**src/rtl/ddhb_pkg.sv**
```systemverilog
// shared types, codes and constants of the differential drive h-bridge controller
// no dependencies
package ddhb_pkg;

   localparam int DUTY_BITS_DEFAULT     = 8;
   localparam int DEFAULT_SPEED_DEFAULT = 50;

   localparam int OP_W       = 2;
   localparam int DIR_W      = 3;
   localparam int PCT_W      = 7;
   localparam int TICK_W     = 16;
   localparam int OUT_DUTY_W = 8;
   localparam int MOTION_W   = 4;
   localparam int REASON_W   = 3;
   localparam int CSR_IDX_W  = 1;
   localparam int CSR_DATA_W = 16;

   localparam logic [PCT_W-1:0]      PCT_FULL      = 7'd100;
   localparam logic [PCT_W-1:0]      INNER_PCT     = 7'd40;
   localparam logic [PCT_W-1:0]      CAP_RESET     = 7'd100;
   localparam logic [TICK_W-1:0]     TIMEOUT_RESET = 16'd500;
   localparam logic [OUT_DUTY_W-1:0] OUT_DUTY_MAX  = 8'd255;
   localparam int                    INNER_PROD_W  = 14;

   // x / 100 as a reciprocal multiply, exact for x below 2^20
   localparam int              DIV_W       = 20;
   localparam logic [DIV_W-1:0] RECIP_100  = 20'd671089;
   localparam int              RECIP_SHIFT = 26;

   typedef enum logic [OP_W-1:0] {
      OP_DRIVE = 2'd0,
      OP_SPEED = 2'd1,
      OP_STOP  = 2'd2,
      OP_TICK  = 2'd3
   } op_type;

   typedef enum logic [DIR_W-1:0] {
      DIR_FWD       = 3'd0,
      DIR_BACK      = 3'd1,
      DIR_LEFT      = 3'd2,
      DIR_RIGHT     = 3'd3,
      DIR_FWD_LEFT  = 3'd4,
      DIR_FWD_RIGHT = 3'd5,
      DIR_BACK_LEFT = 3'd6,
      DIR_BACK_RIGHT = 3'd7
   } dir_type;

   typedef enum logic [REASON_W-1:0] {
      RSN_NONE          = 3'd0,
      RSN_SPEED_ZERO    = 3'd1,
      RSN_STOP_REQ      = 3'd2,
      RSN_INVALID_SPEED = 3'd3,
      RSN_CLIENT_LOST   = 3'd4,
      RSN_TIMEOUT       = 3'd5
   } reason_type;

   typedef enum logic [CSR_IDX_W-1:0] {
      REG_SAFETY_CAP = 1'd0,
      REG_TIMEOUT    = 1'd1
   } reg_idx_type;

   typedef enum logic [2:0] {
      DP_NONE     = 3'd0,
      DP_DIV_Q1   = 3'd1,
      DP_MUL_SPD  = 3'd2,
      DP_DIV_FULL = 3'd3,
      DP_MUL_IN   = 3'd4,
      DP_DIV_IN   = 3'd5
   } dp_op_type;

   typedef struct packed {
      logic      accept;
      dp_op_type op;
      logic      load_out;
   } dp_cmd_type;

   function automatic logic [DIV_W-1:0] div100(input logic [DIV_W-1:0] x);
      logic [2*DIV_W-1:0] p;
      p = {{DIV_W{1'b0}}, x} * {{DIV_W{1'b0}}, RECIP_100};
      return DIV_W'(p >> RECIP_SHIFT);
   endfunction

endpackage

```
**src/rtl/ddhb_ifs.sv**
```systemverilog
// channel interfaces of the differential drive h-bridge controller
// depends on ddhb_pkg
interface ddhb_req_if;
   logic                        valid;
   logic                        ready;
   logic [ddhb_pkg::OP_W-1:0]   operation;
   logic [ddhb_pkg::DIR_W-1:0]  direction;
   logic [ddhb_pkg::PCT_W-1:0]  speed_value;
   logic                        client_present;

   modport source (output valid, operation, direction, speed_value, client_present,
                   input ready);
   modport sink   (input valid, operation, direction, speed_value, client_present,
                   output ready);
endinterface

interface ddhb_rsp_if;
   logic                              valid;
   logic                              ready;
   logic [ddhb_pkg::OUT_DUTY_W-1:0]   duty_a;
   logic [ddhb_pkg::OUT_DUTY_W-1:0]   duty_b;
   logic                              a_fwd;
   logic                              a_rev;
   logic                              b_fwd;
   logic                              b_rev;
   logic                              standby_n;
   logic [ddhb_pkg::MOTION_W-1:0]     motion_state;
   logic [ddhb_pkg::REASON_W-1:0]     stop_reason;

   modport source (output valid, duty_a, duty_b, a_fwd, a_rev, b_fwd, b_rev, standby_n,
                          motion_state, stop_reason,
                   input ready);
   modport sink   (input valid, duty_a, duty_b, a_fwd, a_rev, b_fwd, b_rev, standby_n,
                         motion_state, stop_reason,
                   output ready);
endinterface

interface ddhb_csr_if;
   logic                               valid;
   logic                               ready;
   logic [ddhb_pkg::CSR_IDX_W-1:0]     index;
   logic [ddhb_pkg::CSR_DATA_W-1:0]    data;

   modport source (output valid, index, data, input ready);
   modport sink   (input valid, index, data, output ready);
endinterface

```
**src/rtl/differential_drive_hbridge_ctrl_unit.sv**
```systemverilog
// top level of the differential drive h-bridge controller
// depends on ddhb_pkg, ddhb_ifs, ddhb_ctrl and ddhb_datapath
//
// usage:
//   req_ch carries one command word: drive, set speed, stop request or tick.
//   rsp_ch returns exactly one result word per command: duties, bridge inputs,
//   standby line, motion state and the stop reason caused by that command.
//   csr_ch writes the duty cap (index 0) and the timeout (index 1); it is
//   always ready and a write takes effect at the next clock edge.
// sequencing:
//   a command is accepted in the idle state; the duty is then formed by one
//   shared multiply / reciprocal-divide step through ST_DIV1, ST_MUL_SPD,
//   ST_DIV2, ST_MUL_IN and ST_DIV_IN, the result is loaded in ST_DONE and a
//   new command is taken only after the controller returns to idle.
// reset:
//   synchronous; drive stopped, speed at DEFAULT_SPEED, tick count zero, cap
//   100 percent, timeout 500 ticks, no result pending.
// stalls:
//   a result held by rsp_ch.ready low stays stable in the result register; the
//   next command may be accepted and worked on, and waits at its end until the
//   register is emptied.
module differential_drive_hbridge_ctrl_unit #(
   parameter int DUTY_BITS     = ddhb_pkg::DUTY_BITS_DEFAULT,
   parameter int DEFAULT_SPEED = ddhb_pkg::DEFAULT_SPEED_DEFAULT
) (
   input logic        clock,
   input logic        reset,
   ddhb_req_if.sink   req_ch,
   ddhb_rsp_if.source rsp_ch,
   ddhb_csr_if.sink   csr_ch
);

   ddhb_pkg::dp_cmd_type cmd;

   assign csr_ch.ready = 1'b1;

   ddhb_ctrl u_ctrl (
      .clock     (clock),
      .reset     (reset),
      .req_valid (req_ch.valid),
      .req_ready (req_ch.ready),
      .rsp_valid (rsp_ch.valid),
      .rsp_ready (rsp_ch.ready),
      .cmd       (cmd)
   );

   ddhb_datapath #(
      .DUTY_BITS     (DUTY_BITS),
      .DEFAULT_SPEED (DEFAULT_SPEED)
   ) u_datapath (
      .clock          (clock),
      .reset          (reset),
      .cmd            (cmd),
      .operation      (req_ch.operation),
      .direction      (req_ch.direction),
      .speed_value    (req_ch.speed_value),
      .client_present (req_ch.client_present),
      .csr_write      (csr_ch.valid),
      .csr_index      (csr_ch.index),
      .csr_data       (csr_ch.data),
      .duty_a         (rsp_ch.duty_a),
      .duty_b         (rsp_ch.duty_b),
      .a_fwd          (rsp_ch.a_fwd),
      .a_rev          (rsp_ch.a_rev),
      .b_fwd          (rsp_ch.b_fwd),
      .b_rev          (rsp_ch.b_rev),
      .standby_n      (rsp_ch.standby_n),
      .motion_state   (rsp_ch.motion_state),
      .stop_reason    (rsp_ch.stop_reason)
   );

endmodule

```
**src/rtl/ddhb_datapath.sv**
```systemverilog
// datapath: drive state, config registers, duty arithmetic and result register
// depends on ddhb_pkg; sequenced by ddhb_ctrl
module ddhb_datapath #(
   parameter int DUTY_BITS     = ddhb_pkg::DUTY_BITS_DEFAULT,
   parameter int DEFAULT_SPEED = ddhb_pkg::DEFAULT_SPEED_DEFAULT
) (
   input  logic                                clock,
   input  logic                                reset,
   input  ddhb_pkg::dp_cmd_type                cmd,
   input  logic [ddhb_pkg::OP_W-1:0]           operation,
   input  logic [ddhb_pkg::DIR_W-1:0]          direction,
   input  logic [ddhb_pkg::PCT_W-1:0]          speed_value,
   input  logic                                client_present,
   input  logic                                csr_write,
   input  logic [ddhb_pkg::CSR_IDX_W-1:0]      csr_index,
   input  logic [ddhb_pkg::CSR_DATA_W-1:0]     csr_data,
   output logic [ddhb_pkg::OUT_DUTY_W-1:0]     duty_a,
   output logic [ddhb_pkg::OUT_DUTY_W-1:0]     duty_b,
   output logic                                a_fwd,
   output logic                                a_rev,
   output logic                                b_fwd,
   output logic                                b_rev,
   output logic                                standby_n,
   output logic [ddhb_pkg::MOTION_W-1:0]       motion_state,
   output logic [ddhb_pkg::REASON_W-1:0]       stop_reason
);

   localparam int ACC_W = (DUTY_BITS + ddhb_pkg::PCT_W > ddhb_pkg::INNER_PROD_W) ?
                          DUTY_BITS + ddhb_pkg::PCT_W : ddhb_pkg::INNER_PROD_W;
   localparam logic [DUTY_BITS-1:0] FULL = {DUTY_BITS{1'b1}};
   localparam int OW = ddhb_pkg::OUT_DUTY_W;

   logic [ddhb_pkg::PCT_W-1:0]    cap_ff, cap_in;
   logic [ddhb_pkg::TICK_W-1:0]   timeout_ff, timeout_in;
   logic [ddhb_pkg::MOTION_W-1:0] motion_ff, motion_in;
   logic [ddhb_pkg::PCT_W-1:0]    speed_ff, speed_in;
   logic [ddhb_pkg::TICK_W-1:0]   idle_ff, idle_in;
   ddhb_pkg::reason_type          reason_ff, reason_in;
   logic [ACC_W-1:0]              acc_ff, acc_in;
   logic [OW-1:0]                 full_ff, full_in;
   logic [OW-1:0]                 inner_ff, inner_in;

   logic [ddhb_pkg::PCT_W-1:0]    cap_lim;
   logic [ddhb_pkg::TICK_W-1:0]   idle_inc;
   logic [ddhb_pkg::DIV_W-1:0]    quot;

   logic [OW-1:0] duty_a_ff, duty_b_ff;
   logic          a_fwd_ff, a_rev_ff, b_fwd_ff, b_rev_ff, standby_n_ff;
   logic [ddhb_pkg::MOTION_W-1:0] motion_out_ff;
   logic [ddhb_pkg::REASON_W-1:0] reason_out_ff;
   logic [OW-1:0] duty_a_in, duty_b_in;
   logic          a_fwd_in, a_rev_in, b_fwd_in, b_rev_in, standby_n_in;
   ddhb_pkg::dir_type             d;

   // config registers
   always_comb begin
      cap_in     = cap_ff;
      timeout_in = timeout_ff;
      if (csr_write) begin
         unique case (ddhb_pkg::reg_idx_type'(csr_index))
            ddhb_pkg::REG_SAFETY_CAP: cap_in     = csr_data[ddhb_pkg::PCT_W-1:0];
            ddhb_pkg::REG_TIMEOUT:    timeout_in = csr_data[ddhb_pkg::TICK_W-1:0];
            default:                  cap_in     = cap_ff;
         endcase
      end
   end

   assign cap_lim  = (cap_ff > ddhb_pkg::PCT_FULL) ? ddhb_pkg::PCT_FULL : cap_ff;
   assign idle_inc = (idle_ff != {ddhb_pkg::TICK_W{1'b1}}) ? idle_ff + 16'd1 : idle_ff;
   assign quot     = ddhb_pkg::div100(ddhb_pkg::DIV_W'(acc_ff));

   // command decode and state update
   always_comb begin
      motion_in = motion_ff;
      speed_in  = speed_ff;
      idle_in   = idle_ff;
      reason_in = reason_ff;
      if (cmd.accept) begin
         reason_in = ddhb_pkg::RSN_NONE;
         unique case (ddhb_pkg::op_type'(operation))
            ddhb_pkg::OP_DRIVE: begin
               if (speed_ff == '0) begin
                  motion_in = '0;
                  reason_in = ddhb_pkg::RSN_SPEED_ZERO;
               end else begin
                  motion_in = ddhb_pkg::MOTION_W'(direction) + 4'd1;
                  idle_in   = '0;
               end
            end
            ddhb_pkg::OP_SPEED: begin
               if (speed_value > ddhb_pkg::PCT_FULL) begin
                  motion_in = '0;
                  reason_in = ddhb_pkg::RSN_INVALID_SPEED;
               end else begin
                  speed_in = speed_value;
                  if (speed_value == '0) begin
                     motion_in = '0;
                     reason_in = ddhb_pkg::RSN_SPEED_ZERO;
                  end else if (motion_ff != '0) begin
                     idle_in = '0;
                  end
               end
            end
            ddhb_pkg::OP_STOP: begin
               motion_in = '0;
               reason_in = ddhb_pkg::RSN_STOP_REQ;
            end
            ddhb_pkg::OP_TICK: begin
               idle_in = idle_inc;
               if (motion_ff != '0) begin
                  if (!client_present) begin
                     motion_in = '0;
                     reason_in = ddhb_pkg::RSN_CLIENT_LOST;
                  end else if (idle_inc > timeout_ff) begin
                     motion_in = '0;
                     reason_in = ddhb_pkg::RSN_TIMEOUT;
                  end
               end
            end
            default: motion_in = motion_ff;
         endcase
      end
   end

   // shared multiply / reciprocal-divide step
   always_comb begin
      acc_in   = acc_ff;
      full_in  = full_ff;
      inner_in = inner_ff;
      if (cmd.accept) begin
         acc_in = ACC_W'(FULL) * ACC_W'(cap_lim);
      end else begin
         case (cmd.op)
            ddhb_pkg::DP_DIV_Q1:   acc_in = ACC_W'(quot);
            ddhb_pkg::DP_MUL_SPD:  acc_in = acc_ff * ACC_W'(speed_ff);
            ddhb_pkg::DP_DIV_FULL: full_in = (quot > ddhb_pkg::DIV_W'(ddhb_pkg::OUT_DUTY_MAX)) ?
                                             ddhb_pkg::OUT_DUTY_MAX : quot[OW-1:0];
            ddhb_pkg::DP_MUL_IN:   acc_in = ACC_W'(full_ff) * ACC_W'(ddhb_pkg::INNER_PCT);
            ddhb_pkg::DP_DIV_IN:   inner_in = quot[OW-1:0];
            default:               acc_in = acc_ff;
         endcase
      end
   end

   // bridge decode
   always_comb begin
      d            = ddhb_pkg::dir_type'(ddhb_pkg::DIR_W'(motion_ff - 4'd1));
      duty_a_in    = '0;
      duty_b_in    = '0;
      a_fwd_in     = 1'b0;
      a_rev_in     = 1'b0;
      b_fwd_in     = 1'b0;
      b_rev_in     = 1'b0;
      standby_n_in = 1'b0;
      if (motion_ff != '0) begin
         standby_n_in = 1'b1;
         duty_a_in    = full_ff;
         duty_b_in    = full_ff;
         unique case (d)
            ddhb_pkg::DIR_FWD:        begin a_fwd_in = 1'b1; b_fwd_in = 1'b1; end
            ddhb_pkg::DIR_BACK:       begin a_rev_in = 1'b1; b_rev_in = 1'b1; end
            ddhb_pkg::DIR_LEFT:       begin a_rev_in = 1'b1; b_fwd_in = 1'b1; end
            ddhb_pkg::DIR_RIGHT:      begin a_fwd_in = 1'b1; b_rev_in = 1'b1; end
            ddhb_pkg::DIR_FWD_LEFT: begin
               a_fwd_in = 1'b1; b_fwd_in = 1'b1; duty_a_in = inner_ff;
            end
            ddhb_pkg::DIR_FWD_RIGHT: begin
               a_fwd_in = 1'b1; b_fwd_in = 1'b1; duty_b_in = inner_ff;
            end
            ddhb_pkg::DIR_BACK_LEFT: begin
               a_rev_in = 1'b1; b_rev_in = 1'b1; duty_a_in = inner_ff;
            end
            ddhb_pkg::DIR_BACK_RIGHT: begin
               a_rev_in = 1'b1; b_rev_in = 1'b1; duty_b_in = inner_ff;
            end
            default: standby_n_in = 1'b1;
         endcase
      end
   end

   always_ff @(posedge clock) begin
      if (reset) begin
         cap_ff     <= ddhb_pkg::CAP_RESET;
         timeout_ff <= ddhb_pkg::TIMEOUT_RESET;
         motion_ff  <= '0;
         speed_ff   <= ddhb_pkg::PCT_W'(DEFAULT_SPEED);
         idle_ff    <= '0;
         reason_ff  <= ddhb_pkg::RSN_NONE;
      end else begin
         cap_ff     <= cap_in;
         timeout_ff <= timeout_in;
         motion_ff  <= motion_in;
         speed_ff   <= speed_in;
         idle_ff    <= idle_in;
         reason_ff  <= reason_in;
      end
   end

   always_ff @(posedge clock) begin
      acc_ff   <= acc_in;
      full_ff  <= full_in;
      inner_ff <= inner_in;
      if (cmd.load_out) begin
         duty_a_ff     <= duty_a_in;
         duty_b_ff     <= duty_b_in;
         a_fwd_ff      <= a_fwd_in;
         a_rev_ff      <= a_rev_in;
         b_fwd_ff      <= b_fwd_in;
         b_rev_ff      <= b_rev_in;
         standby_n_ff  <= standby_n_in;
         motion_out_ff <= motion_ff;
         reason_out_ff <= reason_ff;
      end
   end

   assign duty_a       = duty_a_ff;
   assign duty_b       = duty_b_ff;
   assign a_fwd        = a_fwd_ff;
   assign a_rev        = a_rev_ff;
   assign b_fwd        = b_fwd_ff;
   assign b_rev        = b_rev_ff;
   assign standby_n    = standby_n_ff;
   assign motion_state = motion_out_ff;
   assign stop_reason  = reason_out_ff;

endmodule

```
**src/rtl/ddhb_ctrl.sv**
```systemverilog
// controller: sequences the datapath steps and owns the request and result handshakes
// depends on ddhb_pkg; drives ddhb_datapath by command
module ddhb_ctrl (
   input  logic                 clock,
   input  logic                 reset,
   input  logic                 req_valid,
   output logic                 req_ready,
   output logic                 rsp_valid,
   input  logic                 rsp_ready,
   output ddhb_pkg::dp_cmd_type cmd
);

   typedef enum logic [6:0] {
      ST_IDLE    = 7'b0000001,
      ST_DIV1    = 7'b0000010,
      ST_MUL_SPD = 7'b0000100,
      ST_DIV2    = 7'b0001000,
      ST_MUL_IN  = 7'b0010000,
      ST_DIV_IN  = 7'b0100000,
      ST_DONE    = 7'b1000000
   } state_type;

   state_type state_ff, state_in;
   logic      rsp_valid_ff, rsp_valid_in;

   assign req_ready = (state_ff == ST_IDLE);

   always_comb begin
      state_in     = state_ff;
      cmd.accept   = 1'b0;
      cmd.op       = ddhb_pkg::DP_NONE;
      cmd.load_out = 1'b0;
      unique case (state_ff)
         ST_IDLE: begin
            if (req_valid) begin
               cmd.accept = 1'b1;
               state_in   = ST_DIV1;
            end
         end
         ST_DIV1: begin
            cmd.op   = ddhb_pkg::DP_DIV_Q1;
            state_in = ST_MUL_SPD;
         end
         ST_MUL_SPD: begin
            cmd.op   = ddhb_pkg::DP_MUL_SPD;
            state_in = ST_DIV2;
         end
         ST_DIV2: begin
            cmd.op   = ddhb_pkg::DP_DIV_FULL;
            state_in = ST_MUL_IN;
         end
         ST_MUL_IN: begin
            cmd.op   = ddhb_pkg::DP_MUL_IN;
            state_in = ST_DIV_IN;
         end
         ST_DIV_IN: begin
            cmd.op   = ddhb_pkg::DP_DIV_IN;
            state_in = ST_DONE;
         end
         ST_DONE: begin
            // result register free or being emptied this cycle
            if (!rsp_valid_ff || rsp_ready) begin
               cmd.load_out = 1'b1;
               state_in     = ST_IDLE;
            end
         end
         default: state_in = ST_IDLE;
      endcase
   end

   assign rsp_valid_in = cmd.load_out ? 1'b1 : (rsp_ready ? 1'b0 : rsp_valid_ff);

   always_ff @(posedge clock) begin
      if (reset) begin
         state_ff     <= ST_IDLE;
         rsp_valid_ff <= 1'b0;
      end else begin
         state_ff     <= state_in;
         rsp_valid_ff <= rsp_valid_in;
      end
   end

   assign rsp_valid = rsp_valid_ff;

endmodule

```
**src/flat_wrapper.sv**
```systemverilog
// flat-port wrapper written by rule: the top's interface ports become plain ports
module differential_drive_hbridge_ctrl_unit_flat 
#(
   parameter int DUTY_BITS     = ddhb_pkg::DUTY_BITS_DEFAULT,
   parameter int DEFAULT_SPEED = ddhb_pkg::DEFAULT_SPEED_DEFAULT
)
  (clock, reset, req_ch_valid, req_ch_operation, req_ch_direction, req_ch_speed_value, req_ch_client_present, req_ch_ready, rsp_ch_valid, rsp_ch_duty_a, rsp_ch_duty_b, rsp_ch_a_fwd, rsp_ch_a_rev, rsp_ch_b_fwd, rsp_ch_b_rev, rsp_ch_standby_n, rsp_ch_motion_state, rsp_ch_stop_reason, rsp_ch_ready, csr_ch_valid, csr_ch_index, csr_ch_data, csr_ch_ready);
  ddhb_req_if req_ch_i ();
  ddhb_rsp_if rsp_ch_i ();
  ddhb_csr_if csr_ch_i ();
  input logic clock;
  input logic reset;
  input wire logic [$bits(req_ch_i.valid)-1:0] req_ch_valid;
  input wire logic [$bits(req_ch_i.operation)-1:0] req_ch_operation;
  input wire logic [$bits(req_ch_i.direction)-1:0] req_ch_direction;
  input wire logic [$bits(req_ch_i.speed_value)-1:0] req_ch_speed_value;
  input wire logic [$bits(req_ch_i.client_present)-1:0] req_ch_client_present;
  output wire logic [$bits(req_ch_i.ready)-1:0] req_ch_ready;
  output wire logic [$bits(rsp_ch_i.valid)-1:0] rsp_ch_valid;
  output wire logic [$bits(rsp_ch_i.duty_a)-1:0] rsp_ch_duty_a;
  output wire logic [$bits(rsp_ch_i.duty_b)-1:0] rsp_ch_duty_b;
  output wire logic [$bits(rsp_ch_i.a_fwd)-1:0] rsp_ch_a_fwd;
  output wire logic [$bits(rsp_ch_i.a_rev)-1:0] rsp_ch_a_rev;
  output wire logic [$bits(rsp_ch_i.b_fwd)-1:0] rsp_ch_b_fwd;
  output wire logic [$bits(rsp_ch_i.b_rev)-1:0] rsp_ch_b_rev;
  output wire logic [$bits(rsp_ch_i.standby_n)-1:0] rsp_ch_standby_n;
  output wire logic [$bits(rsp_ch_i.motion_state)-1:0] rsp_ch_motion_state;
  output wire logic [$bits(rsp_ch_i.stop_reason)-1:0] rsp_ch_stop_reason;
  input wire logic [$bits(rsp_ch_i.ready)-1:0] rsp_ch_ready;
  input wire logic [$bits(csr_ch_i.valid)-1:0] csr_ch_valid;
  input wire logic [$bits(csr_ch_i.index)-1:0] csr_ch_index;
  input wire logic [$bits(csr_ch_i.data)-1:0] csr_ch_data;
  output wire logic [$bits(csr_ch_i.ready)-1:0] csr_ch_ready;
  assign req_ch_i.valid = req_ch_valid;
  assign req_ch_i.operation = req_ch_operation;
  assign req_ch_i.direction = req_ch_direction;
  assign req_ch_i.speed_value = req_ch_speed_value;
  assign req_ch_i.client_present = req_ch_client_present;
  assign req_ch_ready = req_ch_i.ready;
  assign rsp_ch_valid = rsp_ch_i.valid;
  assign rsp_ch_duty_a = rsp_ch_i.duty_a;
  assign rsp_ch_duty_b = rsp_ch_i.duty_b;
  assign rsp_ch_a_fwd = rsp_ch_i.a_fwd;
  assign rsp_ch_a_rev = rsp_ch_i.a_rev;
  assign rsp_ch_b_fwd = rsp_ch_i.b_fwd;
  assign rsp_ch_b_rev = rsp_ch_i.b_rev;
  assign rsp_ch_standby_n = rsp_ch_i.standby_n;
  assign rsp_ch_motion_state = rsp_ch_i.motion_state;
  assign rsp_ch_stop_reason = rsp_ch_i.stop_reason;
  assign rsp_ch_i.ready = rsp_ch_ready;
  assign csr_ch_i.valid = csr_ch_valid;
  assign csr_ch_i.index = csr_ch_index;
  assign csr_ch_i.data = csr_ch_data;
  assign csr_ch_ready = csr_ch_i.ready;
  differential_drive_hbridge_ctrl_unit #(.DUTY_BITS(DUTY_BITS), .DEFAULT_SPEED(DEFAULT_SPEED)) u_core (.clock(clock), .reset(reset), .req_ch(req_ch_i), .rsp_ch(rsp_ch_i), .csr_ch(csr_ch_i));
endmodule
```
**config.mk**
```make
export PLATFORM = sky130hd
export DESIGN_NAME = differential_drive_hbridge_ctrl_unit_flat
export DESIGN_NICKNAME = d
export VERILOG_FILES = /design/src/rtl/ddhb_pkg.sv /design/src/rtl/ddhb_ifs.sv /design/src/rtl/differential_drive_hbridge_ctrl_unit.sv /design/src/rtl/ddhb_datapath.sv /design/src/rtl/ddhb_ctrl.sv /design/src/flat_wrapper.sv
export SDC_FILE = /design/constraint.sdc
export NUM_CORES = 1
export LEC_CHECK = 0
export BUFFER_PORTS_ARGS = -buffer_cell sky130_fd_sc_hd__buf_2
export CORE_MARGIN = 1
export CORE_UTILIZATION = 40
export CTS_CLUSTER_DIAMETER = 50
export DETAILED_ROUTE_END_ITERATION = 10
export GPL_TIMING_DRIVEN = 1
export SLEW_MARGIN = 5
export SYNTH_ARGS = -nofsm -noshare
export SYNTH_HDL_FRONTEND = slang
export SYNTH_SLANG_ARGS = --single-unit
export TNS_END_PERCENT = 30
```
**constraint.sdc**
```tcl
create_clock -name clock -period 17.3 [get_ports clock]
set_input_delay 2.595 -clock clock [delete_from_list [all_inputs] [get_ports clock]]
set_output_delay 2.595 -clock clock [all_outputs]
set_load 0.005 [all_outputs]
```
# After elaboration in Yosys (flattened, before gate mapping)
# Cells that the tools add are included.
# Widths: inputs -> output; s select.
[op_classes]
add_sub_neg = 3
multipliers = 4
div = 0
magnitude_cmp = 4
n_eq_ne = 32
shift = 0
mux = 40
bitwise = 3
n_reduce_logical = 24
[op_table]
columns = ["operator", "count"]
rows = [
  ["$mux 16", 5],
  ["$pmux 7 s7", 1],
  ["$pmux 16 s3", 1],
  ["$pmux 15 s3", 1],
  ["$mul 15x20->35 const B", 1],
  ["$mux 4", 6],
  ["$mux 7", 3],
  ["$eq 3x3->1 const B", 6],
  ["$add 16x1->16 const B", 1],
  ["$gt 16x16->1", 1],
  ["$mux 8", 2],
  ["$ne 16x16->1 const B", 1],
  ["$pmux 4 s4", 1],
  ["$reduce_or 4->1", 4],
  ["$mul 15x7->15", 1],
  ["$mul 8x7->15 const A", 1],
  ["$mux 15", 1],
  ["$pmux 3 s5", 1],
  ["$gt 7x7->1 const B", 2],
  ["$logic_not 7->1", 2],
  ["$ne 2x2->1 const B", 7],
  ["$mux 1", 13],
  ["$eq 3x2->1 const B", 4],
  ["$pmux 3 s4", 1],
  ["other kinds (30)", 43],
]
[word_totals]
register_bits = 120
latchBits = 0
ram_bits = 0
mem_bits_ro = 0
input_bits = 35
output_inout_bits = 31
word_cells = 130
mem_count = 0

# Logic depth before layout (Yosys ltp)
[logic_depth]
ltp_word = 7
ltp_mapped = 21
depth_no_buf = 20

# By module
# A second synthesis with hierarchy kept.
[unflattened]
hier_cells = 1526
area_unflattened_um2 = 14418.8
[by_module_without_submodules]
columns = ["mod", "instances", "cells_each", "area_each_um2", "seq_area_each_um2"]
rows = [
  ["ddhb_datapath", 1, 1476, 13955.9, 2832.7],
  ["ddhb_ctrl", 1, 48, 451.7, 160.2],
  ["differential_drive_hbridge_ctrl_unit", 1, 2, 11.3, 0.0],
]

# Worst setup path before layout
# Ideal clock, no wire load.
[synth_path]
path_type = "reg2reg"
start = "register u_core.u_datapath.acc_ff[3]"
end = "register u_core.u_datapath.full_ff[7], data pin"
setup_time_ns = 0.255
arrival_time_ns = 5.618
required_time_ns = 17.045
path_slack_ns = 11.428
path_stages_with_launch = 19
path_buffers = 0
period_less_slack_ns = 5.872
cell_sequence = "edfxtp_1 > inv_1 > fa_1 > fa_1 > inv_1 > fa_1 > fa_1 > fa_1 > inv_1 > fa_1 > inv_1 > ha_1 > and4_1 > and3_1 > a21oi_1 > a211o_1 > nand3_1 > xnor2_1 > a21bo_2"
[synth_via]
elab_chain_len = 2
[synth_lines]
columns = ["item", "line", "text"]
rows = [
  ["from (decl)", "ddhb_datapath.sv:39", "logic [ACC_W-1:0] acc_ff, acc_in;"],
  ["from (signal assigned)", "ddhb_datapath.sv:200", "acc_ff <= acc_in;"],
  ["$mul 15x20->35 (*)", "ddhb_pkg.sv:79", "p = {{DIV_W{1'b0}}, x} * {{DIV_W{1'b0}}, RECIP_100};"],
  ["$gt 9x8->1", "ddhb_datapath.sv:136", "ddhb_pkg::DP_DIV_FULL: full_in = (quot > ddhb_pkg::DIV_W'(ddhb_pkg::OUT_DUTY_MAX)) ?"],
  ["to (signal assigned)", "ddhb_datapath.sv:201", "full_ff <= full_in;"],
  ["to (decl)", "ddhb_datapath.sv:40", "logic [OW-1:0] full_ff, full_in;"],
]
# Every way passes the cells marked *; elsewhere a longest branch is shown, timed or not.
# A chain may end at the register's enable or synchronous reset.

# Final worst setup path
# Ends and elaborated chain as after synthesis.

==> impl_metrics.json <==
{
  "routed_wl_um": 34000,
  "path_class": "flop to flop",
  "clk_latency_ns": 0.42,
  "relSlewSlack_pct": 22.3,
  "ys_seq_elements": 120,
  "setup_tns_ns": 0,
  "vias": 10500,
  "clkTransAtPathRegs_ns": 0.06,
  "cts_setup_buffers": 0,
  "ios": 66,
  "cp-startpoint": "u_core.u_datapath.acc_ff[3]",
  "hold_path_class": "flop to flop",
  "timing.final.crit_share_pct": 38.6,
  "nFillCells": 3388,
  "yosys-top-cells-count": "290 x inv_1, 216 x ha_1, 159 x fa_1, 144 x nand2_1, 80 x a21oi_1",
  "grt_pass1_wl_um": 56000,
  "cts_resized": 0,
  "tightestPinTransition_ns": 1.16,
  "preCtsSetupSlack_ns": 10.67,
  "cts_tree": "yes",
  "dr.pass1.iters": 5,
  "crit_path_end_kind": "flop",
  "ys_seq_area_share_pct": 21.1,
  "start_kind": "flop",
  "yosys.area.top_type": "fa_1",
  "std_cell_rows": 68,
  "fp.dieH_um": 191,
  "coreArea_um2": 34800,
  "netlist.area_leader.share_pct": 22.4,
  "rr_startpoint": "u_core.u_datapath.acc_ff[3]",
  "holdPathStages": 0,
  "holdBufCountCts": 0,
  "reg2reg_slack_ns": 10.63,
  "n_antenna_cell": 0,
  "maxCapViolCount": 0,
  "clk_path_buf_depth": 2,
  "synth.most_common_cell": "inv_1",
  "cts_root_buf": "clkbuf_16",
  "post_synth_inst_count": 1511,
  "hold_violations": 0,
  "syn-num-nets": 1921,
  "grt-ovfl-total": 0,
  "antenna_found_initial": 0,
  "grt_max_degree": 41,
  "whs_ns": 0.425,
  "netlist_area_um2": 14200,
  "fin_skew_ns": 0.0110,
  "cp.required_ns": 17.47,
  "holdPathEnd": "u_core.u_datapath.stop_reason[0]",
  "yosys_warnings": 0,
  "setup_viol": 0,
  "fmax_mhz": 150,
  "arrival_ns": 6.84,
  "synth-main-ff-cell": "dfxtp_1",
  "die-area_um2": 36300,
  "nets": 1974,
  "first_iter_violations": 657,
  "routedWlPerCell_um": 16.7,
  "finalMaxSlewViolations": 0,
  "drive_above_1_share_pct": 7.61,
  "postRouteAntennaNets": 0,
  "numClockSinks": 120,
  "yosysUniqueCellTypes": 69,
  "period_needed_ns": 6.67,
  "port_buffers": 64,
  "hp-start": "u_core.u_datapath.reason_ff[0]",
  "via_per_inst": 5.17,
  "worst-path-max-fanout": 12,
  "area_growth_pct": 9.90,
  "numCtsBuffers": 17,
  "ys_top_cells_by_area": "fa_1 22%, ha_1 19%, edfxtp_1 12%",
  "avgSynthCellArea_um2": 9.41,
  "globalplace.congestion": 0.887,
  "cts_max_level": 4,
  "rsz0062_at_grt": "no",
  "finalWorstSetupSlack_ns": 10.63,
  "worstRegToRegCells": 17,
  "outcome": "finished clean",
  "synthArstFlopShare_pct": 0,
  "route.detailed.drc": 0,
  "grt_usage_pct": 19.7,
  "fin_util_pct": 44.9,
  "synth-edff-count": 59,
  "start_util_pct": 40.9,
  "rr_endpoint": "u_core.u_datapath.full_ff[7]",
  "post-dp-hpwl_um": 27400,
  "grt_pass1_vias": 10900,
  "die_w_um": 191
}
-- critical path, cell delays in order (launching register included) --
cell and delay (ns):
edfxtp_1 0.61, inv_1 0.17, fa_1 0.59, fa_1 0.53, inv_1 0.05, fa_1 0.52
fa_1 0.44, fa_1 0.55, inv_1 0.05, fa_1 0.52, inv_1 0.04, ha_1 0.32
a21o_1 0.19, o21ai_0 0.54, a211o_1 0.23, nand3_1 0.09, xnor2_1 0.68, a21bo_2 0.29
-- cell families (layout without fill, tap and decap cells) --
group                      count (synthesis)  count (layout)  share of synthesized area, %
adders and majority gates                375             375                          41.4
xor gates and xnor gates                  60              60                          3.70
other                                      1               1                        0.0264
buffers and inverters                    327             393                          8.80
and+or+nand+nor                          378             378                          13.0
AOI/OAI and AO/OA                        227             227                          10.4
DFF                                      120             120                          21.1
muxes                                     23              23                          1.63
-- cell type report --
type                    count  area [um2]  area share, %
clock buffers              23         510           3.27
clock inverters             9         109          0.697
inverters                 290        1090           6.97
multi-input cells        1064        9980           63.9
flip-flops and latches    120        2990           19.2
well taps                 455         569           3.64
repair buffers             71         373           2.39
-- per-layer routing --
layer / wire length (um) / global-route usage, % / share of wire [%] / vias up
met5: 0 / 0 / 0 / -
met4: 656 / 5.11 / 1.9 / 0
met3: 1220 / 1.95 / 3.6 / 38
met2: 16200 / 32.8 / 48 / 187
met1: 16000 / 27.1 / 47 / 5173
li1: - / - / - / 5100
-- worst max path at each step --
| stage | end | slack [ns] |
|---|---|---|
| after floorplan | u_core.u_datapath.full_ff[7] | 11.43 |
| after global placement | u_core.u_datapath.full_ff[7] | 10.80 |
| after detailed placement | u_core.u_datapath.full_ff[7] | 10.67 |
| after CTS | u_core.u_datapath.full_ff[7] | 10.65 |
| after global routing | u_core.u_datapath.full_ff[7] | 10.35 |
| final | u_core.u_datapath.full_ff[7] | 10.63 |
-- metrics by stage --
step / instance area, um2 / std cells
floorplan: 14200 / 1511
global placement: 15000 / 2000
detailed placement: 15000 / 2000
CTS: 15600 / 2032
global route: 15600 / 2032
finish: 15600 / 2032
-- cell usage in the layout, fill, tap and decap left out, types with 9 or more instances in the layout --
cell type and n:
a21o_1 14, o21a_1 9, dfxtp_1 61, a22oi_1 15, a21oi_1 80, nor3_1 22, inv_1 290, nor2_1 74
nand2_1 144, fa_1 159, clkbuf_16 19, nand4_1 13, buf_2 64, edfxtp_1 59, mux2i_1 22, xnor2_1 34
nand3_1 18, nor2b_1 15, o21ai_0 28, ha_1 216, o211ai_1 19, and2_1 37, xor2_1 26
-- flip-flops by register name, indices dropped and copies added, names as in the netlist --
register,flops
u_core.u_ctrl.rsp_valid,1
u_core.u_datapath.speed_ff,7
u_core.u_datapath.acc_ff,15
u_core.u_datapath.full_ff,8
u_core.u_datapath.b_rev,1
u_core.u_datapath.duty_a,8
u_core.u_datapath.standby_n,1
u_core.u_datapath.motion_state,4
u_core.u_datapath.inner_ff,8
u_core.u_datapath.b_fwd,1
u_core.u_datapath.timeout_ff,16
u_core.u_datapath.reason_ff,3
u_core.u_datapath.stop_reason,3
u_core.u_datapath.duty_b,8
u_core.u_datapath.motion_ff,4
u_core.u_ctrl.state_ff,7
u_core.u_datapath.a_fwd,1
u_core.u_datapath.a_rev,1
u_core.u_datapath.idle_ff,16
u_core.u_datapath.cap_ff,7
Power is left out: the tool's default activity adds up to more than one toggle a clock period on the data nets, which glitch-free logic cannot reach.
